<file path="src/rtl/pwbr_pkg.sv">
`default_nettype none
// ----------------------------------------------------------------------------
// pwbr_pkg
// Shared types and constants of the pulse-width byte receiver.
// ----------------------------------------------------------------------------
package pwbr_pkg;

  localparam int unsigned TickW  = 16;
  localparam int unsigned ByteW  = 8;
  localparam int unsigned BitIdxW = 3;
  localparam int unsigned CfgIdxW = 2;

  typedef enum logic [1:0] {
    ST_OK      = 2'd0,
    ST_SHORT   = 2'd1,
    ST_TIMEOUT = 2'd2
  } pwbr_status_t;

  typedef enum logic [CfgIdxW-1:0] {
    REG_START_MIN   = 2'd0,
    REG_GAP_TIMEOUT = 2'd1,
    REG_ZERO_MIN    = 2'd2,
    REG_ZERO_MAX    = 2'd3
  } pwbr_reg_t;

  localparam logic [TickW-1:0] START_MIN_RST   = 16'd51;
  localparam logic [TickW-1:0] GAP_TIMEOUT_RST = 16'd10000;
  localparam logic [TickW-1:0] ZERO_MIN_RST    = 16'd21;
  localparam logic [TickW-1:0] ZERO_MAX_RST    = 16'd40;
  localparam logic [TickW-1:0] TICK_MAX        = '1;

  typedef struct packed {
    logic line_level;
  } pwbr_in_t;

  typedef struct packed {
    logic [ByteW-1:0] data_byte;
    logic [1:0]       frame_status;
  } pwbr_out_t;

  typedef struct packed {
    logic [TickW-1:0] start_min_ticks;
    logic [TickW-1:0] gap_timeout_ticks;
    logic [TickW-1:0] zero_min_ticks;
    logic [TickW-1:0] zero_max_ticks;
  } pwbr_cfg_t;

  typedef struct packed {
    logic      valid;
    pwbr_out_t beat;
  } pwbr_result_t;

endpackage
`default_nettype wire

</file>
<file path="src/rtl/pwbr_stream_if.sv">
`default_nettype none
// ----------------------------------------------------------------------------
// pwbr_stream_if
// Valid/ready channel carrying one payload beat.
// ----------------------------------------------------------------------------
interface pwbr_stream_if #(
  parameter type payload_t = logic
);
  logic     valid;
  logic     ready;
  payload_t payload;

  modport source (output valid, output payload, input ready);
  modport sink   (input valid, input payload, output ready);
endinterface
`default_nettype wire

</file>
<file path="src/rtl/pwbr_decoder.sv">
`default_nettype none
// ----------------------------------------------------------------------------
// pwbr_decoder
// Frame state machine: times pulses and gaps, shifts in bits, flags errors.
// ----------------------------------------------------------------------------
module pwbr_decoder
  import pwbr_pkg::*;
(
  input  wire logic         clk,
  input  wire logic         rst_n,
  input  wire logic         step,
  input  wire logic         line_level,
  input  wire pwbr_cfg_t    cfg,
  output pwbr_result_t      result
);

  typedef enum logic [1:0] {
    PH_IDLE  = 2'd0,
    PH_START = 2'd1,
    PH_GAP   = 2'd2,
    PH_PULSE = 2'd3
  } phase_t;

  phase_t              phase_r, phase_nxt;
  logic [TickW-1:0]    tick_r, tick_nxt;
  logic [ByteW-1:0]    shift_r, shift_nxt;
  logic [BitIdxW-1:0]  idx_r, idx_nxt;

  logic [TickW-1:0]    tick_inc;
  logic                bit_val;
  logic [ByteW-1:0]    shift_in;
  logic                first_gap_to;

  assign tick_inc     = (tick_r == TICK_MAX) ? tick_r : tick_r + 1'b1;
  assign bit_val      = !((tick_r >= cfg.zero_min_ticks) && (tick_r <= cfg.zero_max_ticks));
  assign shift_in     = {shift_r[ByteW-2:0], bit_val};
  // a gap of one tick already meets a timeout of zero or one
  assign first_gap_to = (cfg.gap_timeout_ticks <= TickW'(1));

  always_comb begin
    phase_nxt = phase_r;
    tick_nxt  = tick_r;
    shift_nxt = shift_r;
    idx_nxt   = idx_r;
    result    = '0;
    case (phase_r)
      PH_IDLE: begin
        if (line_level) begin
          phase_nxt = PH_START;
          tick_nxt  = TickW'(1);
        end
      end
      PH_START: begin
        if (line_level) begin
          tick_nxt = tick_inc;
        end else if (tick_r < cfg.start_min_ticks) begin
          result.valid             = 1'b1;
          result.beat.frame_status = ST_SHORT;
          phase_nxt = PH_IDLE;
          tick_nxt  = '0;
        end else if (first_gap_to) begin
          result.valid             = 1'b1;
          result.beat.frame_status = ST_TIMEOUT;
          phase_nxt = PH_IDLE;
          tick_nxt  = '0;
        end else begin
          phase_nxt = PH_GAP;
          tick_nxt  = TickW'(1);
          shift_nxt = '0;
          idx_nxt   = '0;
        end
      end
      PH_GAP: begin
        if (line_level) begin
          phase_nxt = PH_PULSE;
          tick_nxt  = TickW'(1);
        end else if (tick_inc >= cfg.gap_timeout_ticks) begin
          result.valid             = 1'b1;
          result.beat.frame_status = ST_TIMEOUT;
          phase_nxt = PH_IDLE;
          tick_nxt  = '0;
          shift_nxt = '0;
          idx_nxt   = '0;
        end else begin
          tick_nxt = tick_inc;
        end
      end
      PH_PULSE: begin
        if (line_level) begin
          tick_nxt = tick_inc;
        end else if (idx_r == '1) begin
          result.valid             = 1'b1;
          result.beat.data_byte    = shift_in;
          result.beat.frame_status = ST_OK;
          phase_nxt = PH_IDLE;
          tick_nxt  = '0;
          shift_nxt = '0;
          idx_nxt   = '0;
        end else if (first_gap_to) begin
          result.valid             = 1'b1;
          result.beat.frame_status = ST_TIMEOUT;
          phase_nxt = PH_IDLE;
          tick_nxt  = '0;
          shift_nxt = '0;
          idx_nxt   = '0;
        end else begin
          phase_nxt = PH_GAP;
          tick_nxt  = TickW'(1);
          shift_nxt = shift_in;
          idx_nxt   = idx_r + 1'b1;
        end
      end
      default: begin
        phase_nxt = PH_IDLE;
      end
    endcase
  end

  always_ff @(posedge clk) begin
    if (!rst_n) begin
      phase_r <= PH_IDLE;
      tick_r  <= '0;
      shift_r <= '0;
      idx_r   <= '0;
    end else if (step) begin
      phase_r <= phase_nxt;
      tick_r  <= tick_nxt;
      shift_r <= shift_nxt;
      idx_r   <= idx_nxt;
    end
  end

  // idle holds a clean frame context
  a_idle_clean: assert property (@(posedge clk) disable iff (!rst_n)
    (phase_r == PH_IDLE) |-> (tick_r == '0 && shift_r == '0 && idx_r == '0))
    else $error("idle phase with stale frame context");

  // tick counter is never zero once a pulse or gap is being timed
  a_tick_live: assert property (@(posedge clk) disable iff (!rst_n)
    (phase_r != PH_IDLE) |-> (tick_r != '0))
    else $error("tick counter zero while timing");

  // any result ends the frame
  a_result_ends: assert property (@(posedge clk) disable iff (!rst_n)
    (step && result.valid) |=> (phase_r == PH_IDLE))
    else $error("result given without returning to idle");

  // errors never carry data
  a_err_zero: assert property (@(posedge clk) disable iff (!rst_n)
    (result.valid && result.beat.frame_status != ST_OK) |-> (result.beat.data_byte == '0))
    else $error("error result with nonzero byte");

endmodule
`default_nettype wire

</file>
<file path="src/rtl/pulse_width_byte_receiver.sv">
`default_nettype none
// ----------------------------------------------------------------------------
// pulse_width_byte_receiver
// Decodes one byte per frame from a pulse-width coded line sampled per tick.
// ----------------------------------------------------------------------------
// Feed one line sample per beat on in_ch; each sample is one timing tick.
// A frame is a high start pulse followed by eight bits, each a low gap and a
// high pulse; a pulse inside the zero window decodes as 0, any other length as
// 1, first bit in the MSB. Each frame yields exactly one result beat on out_ch:
// the byte with status ok, or a zero byte with status short-start or
// gap-timeout. The frame state machine updates in the cycle the beat is
// accepted, and the result lands in a one-deep output register, so a
// sample is accepted every cycle unless that register is full and the
// sink holds ready low. Registers written through cfg_* take effect on the
// next sample; write them only while the line is idle.
// ----------------------------------------------------------------------------
module pulse_width_byte_receiver
  import pwbr_pkg::*;
(
  input  wire logic               clk,
  input  wire logic               rst_n,
  pwbr_stream_if.sink             in_ch,
  pwbr_stream_if.source           out_ch,
  input  wire logic               cfg_we,
  input  wire logic [CfgIdxW-1:0] cfg_index,
  input  wire logic [TickW-1:0]   cfg_data
);

  pwbr_cfg_t    cfg_r;
  pwbr_result_t result;
  logic         out_valid_r;
  pwbr_out_t    out_beat_r;
  logic         step;

  // accept a sample whenever the result register is free or draining
  assign in_ch.ready = !out_valid_r || out_ch.ready;
  assign step        = in_ch.valid && in_ch.ready;

  // hold the configuration registers
  always_ff @(posedge clk) begin
    if (!rst_n) begin
      cfg_r.start_min_ticks   <= START_MIN_RST;
      cfg_r.gap_timeout_ticks <= GAP_TIMEOUT_RST;
      cfg_r.zero_min_ticks    <= ZERO_MIN_RST;
      cfg_r.zero_max_ticks    <= ZERO_MAX_RST;
    end else if (cfg_we) begin
      case (pwbr_reg_t'(cfg_index))
        REG_START_MIN:   cfg_r.start_min_ticks   <= cfg_data;
        REG_GAP_TIMEOUT: cfg_r.gap_timeout_ticks <= cfg_data;
        REG_ZERO_MIN:    cfg_r.zero_min_ticks    <= cfg_data;
        REG_ZERO_MAX:    cfg_r.zero_max_ticks    <= cfg_data;
        default: begin
        end
      endcase
    end
  end

  pwbr_decoder u_dec (
    .clk        (clk),
    .rst_n      (rst_n),
    .step       (step),
    .line_level (in_ch.payload.line_level),
    .cfg        (cfg_r),
    .result     (result)
  );

  // load a fresh result beat, or drop the old one once the sink takes it
  always_ff @(posedge clk) begin
    if (!rst_n) begin
      out_valid_r <= 1'b0;
    end else if (step && result.valid) begin
      out_valid_r <= 1'b1;
    end else if (out_ch.ready) begin
      out_valid_r <= 1'b0;
    end
  end

  always_ff @(posedge clk) begin
    if (step && result.valid) begin
      out_beat_r <= result.beat;
    end
  end

  assign out_ch.valid   = out_valid_r;
  assign out_ch.payload = out_beat_r;

  // a pending result is never overwritten before it is taken
  a_no_overrun: assert property (@(posedge clk) disable iff (!rst_n)
    (out_valid_r && !out_ch.ready) |-> !step)
    else $error("sample accepted while result beat is stalled");

  // a new result beat appears only after an accepted sample
  a_result_src: assert property (@(posedge clk) disable iff (!rst_n)
    $rose(out_valid_r) |-> $past(step))
    else $error("result beat without accepted sample");

  // status codes stay in range
  a_status_ok: assert property (@(posedge clk) disable iff (!rst_n)
    out_valid_r |-> (out_beat_r.frame_status == ST_OK ||
                     out_beat_r.frame_status == ST_SHORT ||
                     out_beat_r.frame_status == ST_TIMEOUT))
    else $error("result beat with undefined status");

endmodule
`default_nettype wire

</file>
<file path="src/flat_wrapper.sv">
// flat-port wrapper written by rule: the top's interface ports become plain ports
module pulse_width_byte_receiver_flat import pwbr_pkg::*;
  (clk, rst_n, cfg_we, cfg_index, cfg_data, in_ch_valid, in_ch_payload, in_ch_ready, out_ch_valid, out_ch_payload, out_ch_ready);
  pwbr_stream_if #(.payload_t(pwbr_in_t)) in_ch_i ();
  pwbr_stream_if #(.payload_t(pwbr_out_t)) out_ch_i ();
  input  wire logic clk;
  input  wire logic rst_n;
  input  wire logic cfg_we;
  input  wire logic [CfgIdxW-1:0] cfg_index;
  input  wire logic [TickW-1:0] cfg_data;
  input wire logic [$bits(in_ch_i.valid)-1:0] in_ch_valid;
  input wire logic [$bits(in_ch_i.payload)-1:0] in_ch_payload;
  output wire logic [$bits(in_ch_i.ready)-1:0] in_ch_ready;
  output wire logic [$bits(out_ch_i.valid)-1:0] out_ch_valid;
  output wire logic [$bits(out_ch_i.payload)-1:0] out_ch_payload;
  input wire logic [$bits(out_ch_i.ready)-1:0] out_ch_ready;
  assign in_ch_i.valid = in_ch_valid;
  assign in_ch_i.payload = in_ch_payload;
  assign in_ch_ready = in_ch_i.ready;
  assign out_ch_valid = out_ch_i.valid;
  assign out_ch_payload = out_ch_i.payload;
  assign out_ch_i.ready = out_ch_ready;
  pulse_width_byte_receiver u_core (.clk(clk), .rst_n(rst_n), .in_ch(in_ch_i), .out_ch(out_ch_i), .cfg_we(cfg_we), .cfg_index(cfg_index), .cfg_data(cfg_data));
endmodule
</file>
<file path="config.mk">
export PLATFORM = sky130hd
export DESIGN_NAME = pulse_width_byte_receiver_flat
export DESIGN_NICKNAME = d
export VERILOG_FILES = /design/src/rtl/pwbr_pkg.sv /design/src/rtl/pwbr_stream_if.sv /design/src/rtl/pwbr_decoder.sv /design/src/rtl/pulse_width_byte_receiver.sv /design/src/flat_wrapper.sv
export SDC_FILE = /design/constraint.sdc
export NUM_CORES = 1
export LEC_CHECK = 0
export BUFFER_PORTS_ARGS = -buffer_cell sky130_fd_sc_hd__buf_4
export CAP_MARGIN = 0
export CORE_MARGIN = 3
export CORE_UTILIZATION = 30
export DETAILED_ROUTE_END_ITERATION = 12
export REMOVE_ABC_BUFFERS = 1
export SETUP_SLACK_MARGIN = 0.5
export SYNTH_ARGS = -nofsm -noshare
export SYNTH_HDL_FRONTEND = slang
export SYNTH_SLANG_ARGS = --single-unit
</file>
<file path="constraint.sdc">
create_clock -name clk -period 4.35 [get_ports clk]
set_input_delay 0.2175 -clock clk [delete_from_list [all_inputs] [get_ports clk]]
set_output_delay 0.2175 -clock clk [all_outputs]
set_load 0.01 [all_outputs]
</file>
==> flow_summary.toml <==
[worst_setup_path]
worst-r2r-cell-count = 14
crit_arrival_ns = 3.90
slowest_delay_ns = 0.49
reg2reg_to = "u_core.u_dec.tick_r[7]"
worst-path-max-fanout = 9
crit_path_start_kind = "flop"
critical_path.cell_chain = "and4_4 > nand4_4 > nor2_4 > nor2_2 > nand4_1 > xnor2_1 > ha_1 > a211oi_1 > o211ai_1 > a211oi_2 > o21bai_2 > o22ai_4 > and2_2 > a221o_1"
critPathTopFamily = "compound AO/OA/AOI/OAI gates"
cp-end-kind = "flop"
required_ns = 4.65
timing.rr.start = "u_core.u_dec.tick_r[5]"
critical_path_class = "reg2reg"
worst_path_max_delay_cell = "dfxtp_1"
rrSetupSlack_ns = 0.74
critPathBufInv = 0

[global_routing]
grt_overflow = 0
grt_pass1_vias = 4745
grt_usage = 0.141
grt_max_degree = 95
grt_pass1_wl_um = 24800
antenna_found_initial = 0

[cells_and_area]
synthToLayoutAreaGrowth_pct = 13.7
final_area_um2 = 6940
fill_cells = 2065
antenna_cells = 0
seq_area_um2 = 2170
layout_common_cells = "144 x nand2_1, 89 x dfxtp_1, 69 x inv_1"
final_common_cell = "nand2_1"
drive_gt1_frac = 0.110
nNetsFinal = 841
multiInputGateArea_um2 = 3570

[sta]
min_period_over_period = 0.829
finalHoldViolCount = 0
slew_headroom = 0.238
hold_ws_ns = 0.115
worst_pin_slew_ns = 1.13
fin_crit_ns = 3.61
setup_viol = 0
drv_slew = 0
skew_ns = 0.00865
fin_tns_setup_ns = 0
clock.fmax_mhz = 277
rsz0062_at_grt = "false"

[min_path]
holdPathEnd = "u_core.cfg_r[52]"
hold_class = "in2reg"
hold_depth = 3
worstHoldStart = "cfg_data[4]"

[floorplan]
die_x_um = 149
die-area_um2 = 22100
coreArea_um2 = 19700
start_util = 0.310
io_pins = 36
die_h_um = 149
rows = 51

[drt]
ant_nets = 0
wl_per_cell_um = 14.9
vias = 5025
wl_met2_um = 6480
top_layer = "met4"
wl_met1_um = 7890
dr.pass1.iters = 5
viasPerCell = 4.92
dr.first_iter.drc_count = 278
wl_met3_um = 641
wl_um = 15200
drc = 0

[clock_tree]
htreeDepth = 3
tritoncts = "built"
cts_root_buffer = "clkbuf_16"
clkLatencyLatePin_ns = 0.36
clockBufferDepth = 2
cts.reportedPaths.clkPinSlew_ns = 0.07
cts_buffers = 9
post-cts-setup-buffer-count = 0
hold_buffers = 0
numClockSinks = 103

[placed_design]
place_area_um2 = 6610
place_congestion = 0.871
port_buffers = 35
place_hpwl_um = 11200

[power]
max-vdd-ir-drop_v = 0.000216
p_leak_nw = 2.75
total_power_mw = 2.02
power_density_nw_per_um2 = 290

[logic_synthesis]
postSynthCellCount = 733
yosys_warnings = 0
synth_edf_count = 10
synth_cell_types = 63
ys_ff_latch = 103
synthesis.area_um2 = 6100
ys.flop_type = "dfxtp_1"
seq_area_frac_synth = 0.354
avgSynthCellArea_um2 = 8.33
async_flop_share = 0

[run]
drv_cap = 0

[status]
status = "finished clean"
-- worst min-delay path: cells and delay by family --
kind,cells,cell delay (ns)
buffers and inverters,1,0.10
AOI/OAI and AO/OA,1,0.07
and+or+nand+nor,1,0.05
-- cell type report --
| type | instances | area share |
|---|---|---|
| inverter | 69 | 0.0373 |
| clock inverter | 7 | 0.0115 |
| timing repair buffer | 41 | 0.0444 |
| multi-input combinational | 527 | 0.514 |
| sequential | 103 | 0.312 |
| tap | 265 | 0.0478 |
| clock buffer | 9 | 0.0325 |
-- synth_stat cells (7+ instances only) --
library cell / number / area (um^2)
nor2b_1: 11 / 68.8
xnor2_1: 9 / 78.8
o211ai_1: 22 / 165
clkbuf_1: 27 / 101
nand2_1: 144 / 541
inv_1: 69 / 259
a21oi_1: 21 / 105
ha_1: 66 / 826
dfxtp_1: 93 / 1860
o21ai_0: 31 / 155
edfxtp_1: 10 / 300
a21boi_0: 56 / 420
and2_1: 10 / 62.6
nand2b_1: 7 / 43.8
nand4_1: 18 / 113
nand3_1: 10 / 50.1
and4_1: 9 / 78.8
nor2_1: 25 / 93.8
-- power by group --
group          total (mW)  internal (mW)  switching (mW)
Sequential          0.994          0.979          0.0151
Clock               0.846          0.454           0.392
Combinational       0.175         0.0686           0.107
-- worst max path at each step --
| stage | start | to | slack (ns) | cells after the start |
|---|---|---|---|---|
| 2_1_floorplan | u_core.u_dec.tick_r[8] | u_core.out_ch.payload[0] | 1.07 | 12 |
| 3_3_place_gp | u_core.u_dec.tick_r[3] | u_core.u_dec.tick_r[7] | 0.54 | 14 |
| 3_5_place_dp | u_core.u_dec.tick_r[3] | u_core.u_dec.tick_r[7] | 0.55 | 14 |
| 4_1_cts | u_core.u_dec.tick_r[3] | u_core.u_dec.tick_r[7] | 0.53 | 14 |
| 5_1_grt | u_core.u_dec.tick_r[14] | u_core.u_dec.tick_r[7] | 0.50 | 14 |
| 6_report | u_core.u_dec.tick_r[5] | u_core.u_dec.tick_r[7] | 0.74 | 14 |
-- flip-flops by register name, indices dropped and copies added, names as in the netlist --
name and flops:
u_core.cfg_r 64, u_core.u_dec.phase_r 2, u_core.out_ch.valid 1, u_core.u_dec.tick_r 16, u_core.u_dec.idx_r 3, u_core.u_dec.shift_r 7
u_core.out_ch.payload 10
-- timing repair --
item | 4_1_cts | 5_1_grt
endpoints found under the hold margin | 0 | 0
gates resized for setup | 0 | 8
setup endpoints to repair | 0 | 31
-- through the flow --
stage | utilization | setup slack, ns | cells
2_1_floorplan | - | 1.07 | 699
3_3_place_gp | 0.335 | 0.543 | 1005
3_5_place_dp | 0.335 | 0.552 | 1005
4_1_cts | 0.351 | 0.526 | 1021
5_1_grt | 0.352 | 0.503 | 1021
6_report | 0.352 | 0.745 | 1021
-- logic make-up after synthesis --
group                    count (synthesis)  share of synthesized area
AO/OA/AOI/OAI                          179                      0.207
XOR/XNOR                                11                     0.0158
multiplexers                             3                    0.00594
AND/OR/NAND/NOR                        268                      0.216
buffers and inverters                  103                     0.0654
adder cells (fa/ha/maj)                 66                      0.135
flip-flops                             103                      0.354
-- per-layer routing --
layer  vias up  global-route usage
li1       2590                   -
met1      2313               0.208
met2       107               0.209
met3        15              0.0271
met4         0              0.0360
met5         -                   0
No activity file was read; power rests on OpenSTA's default activity.
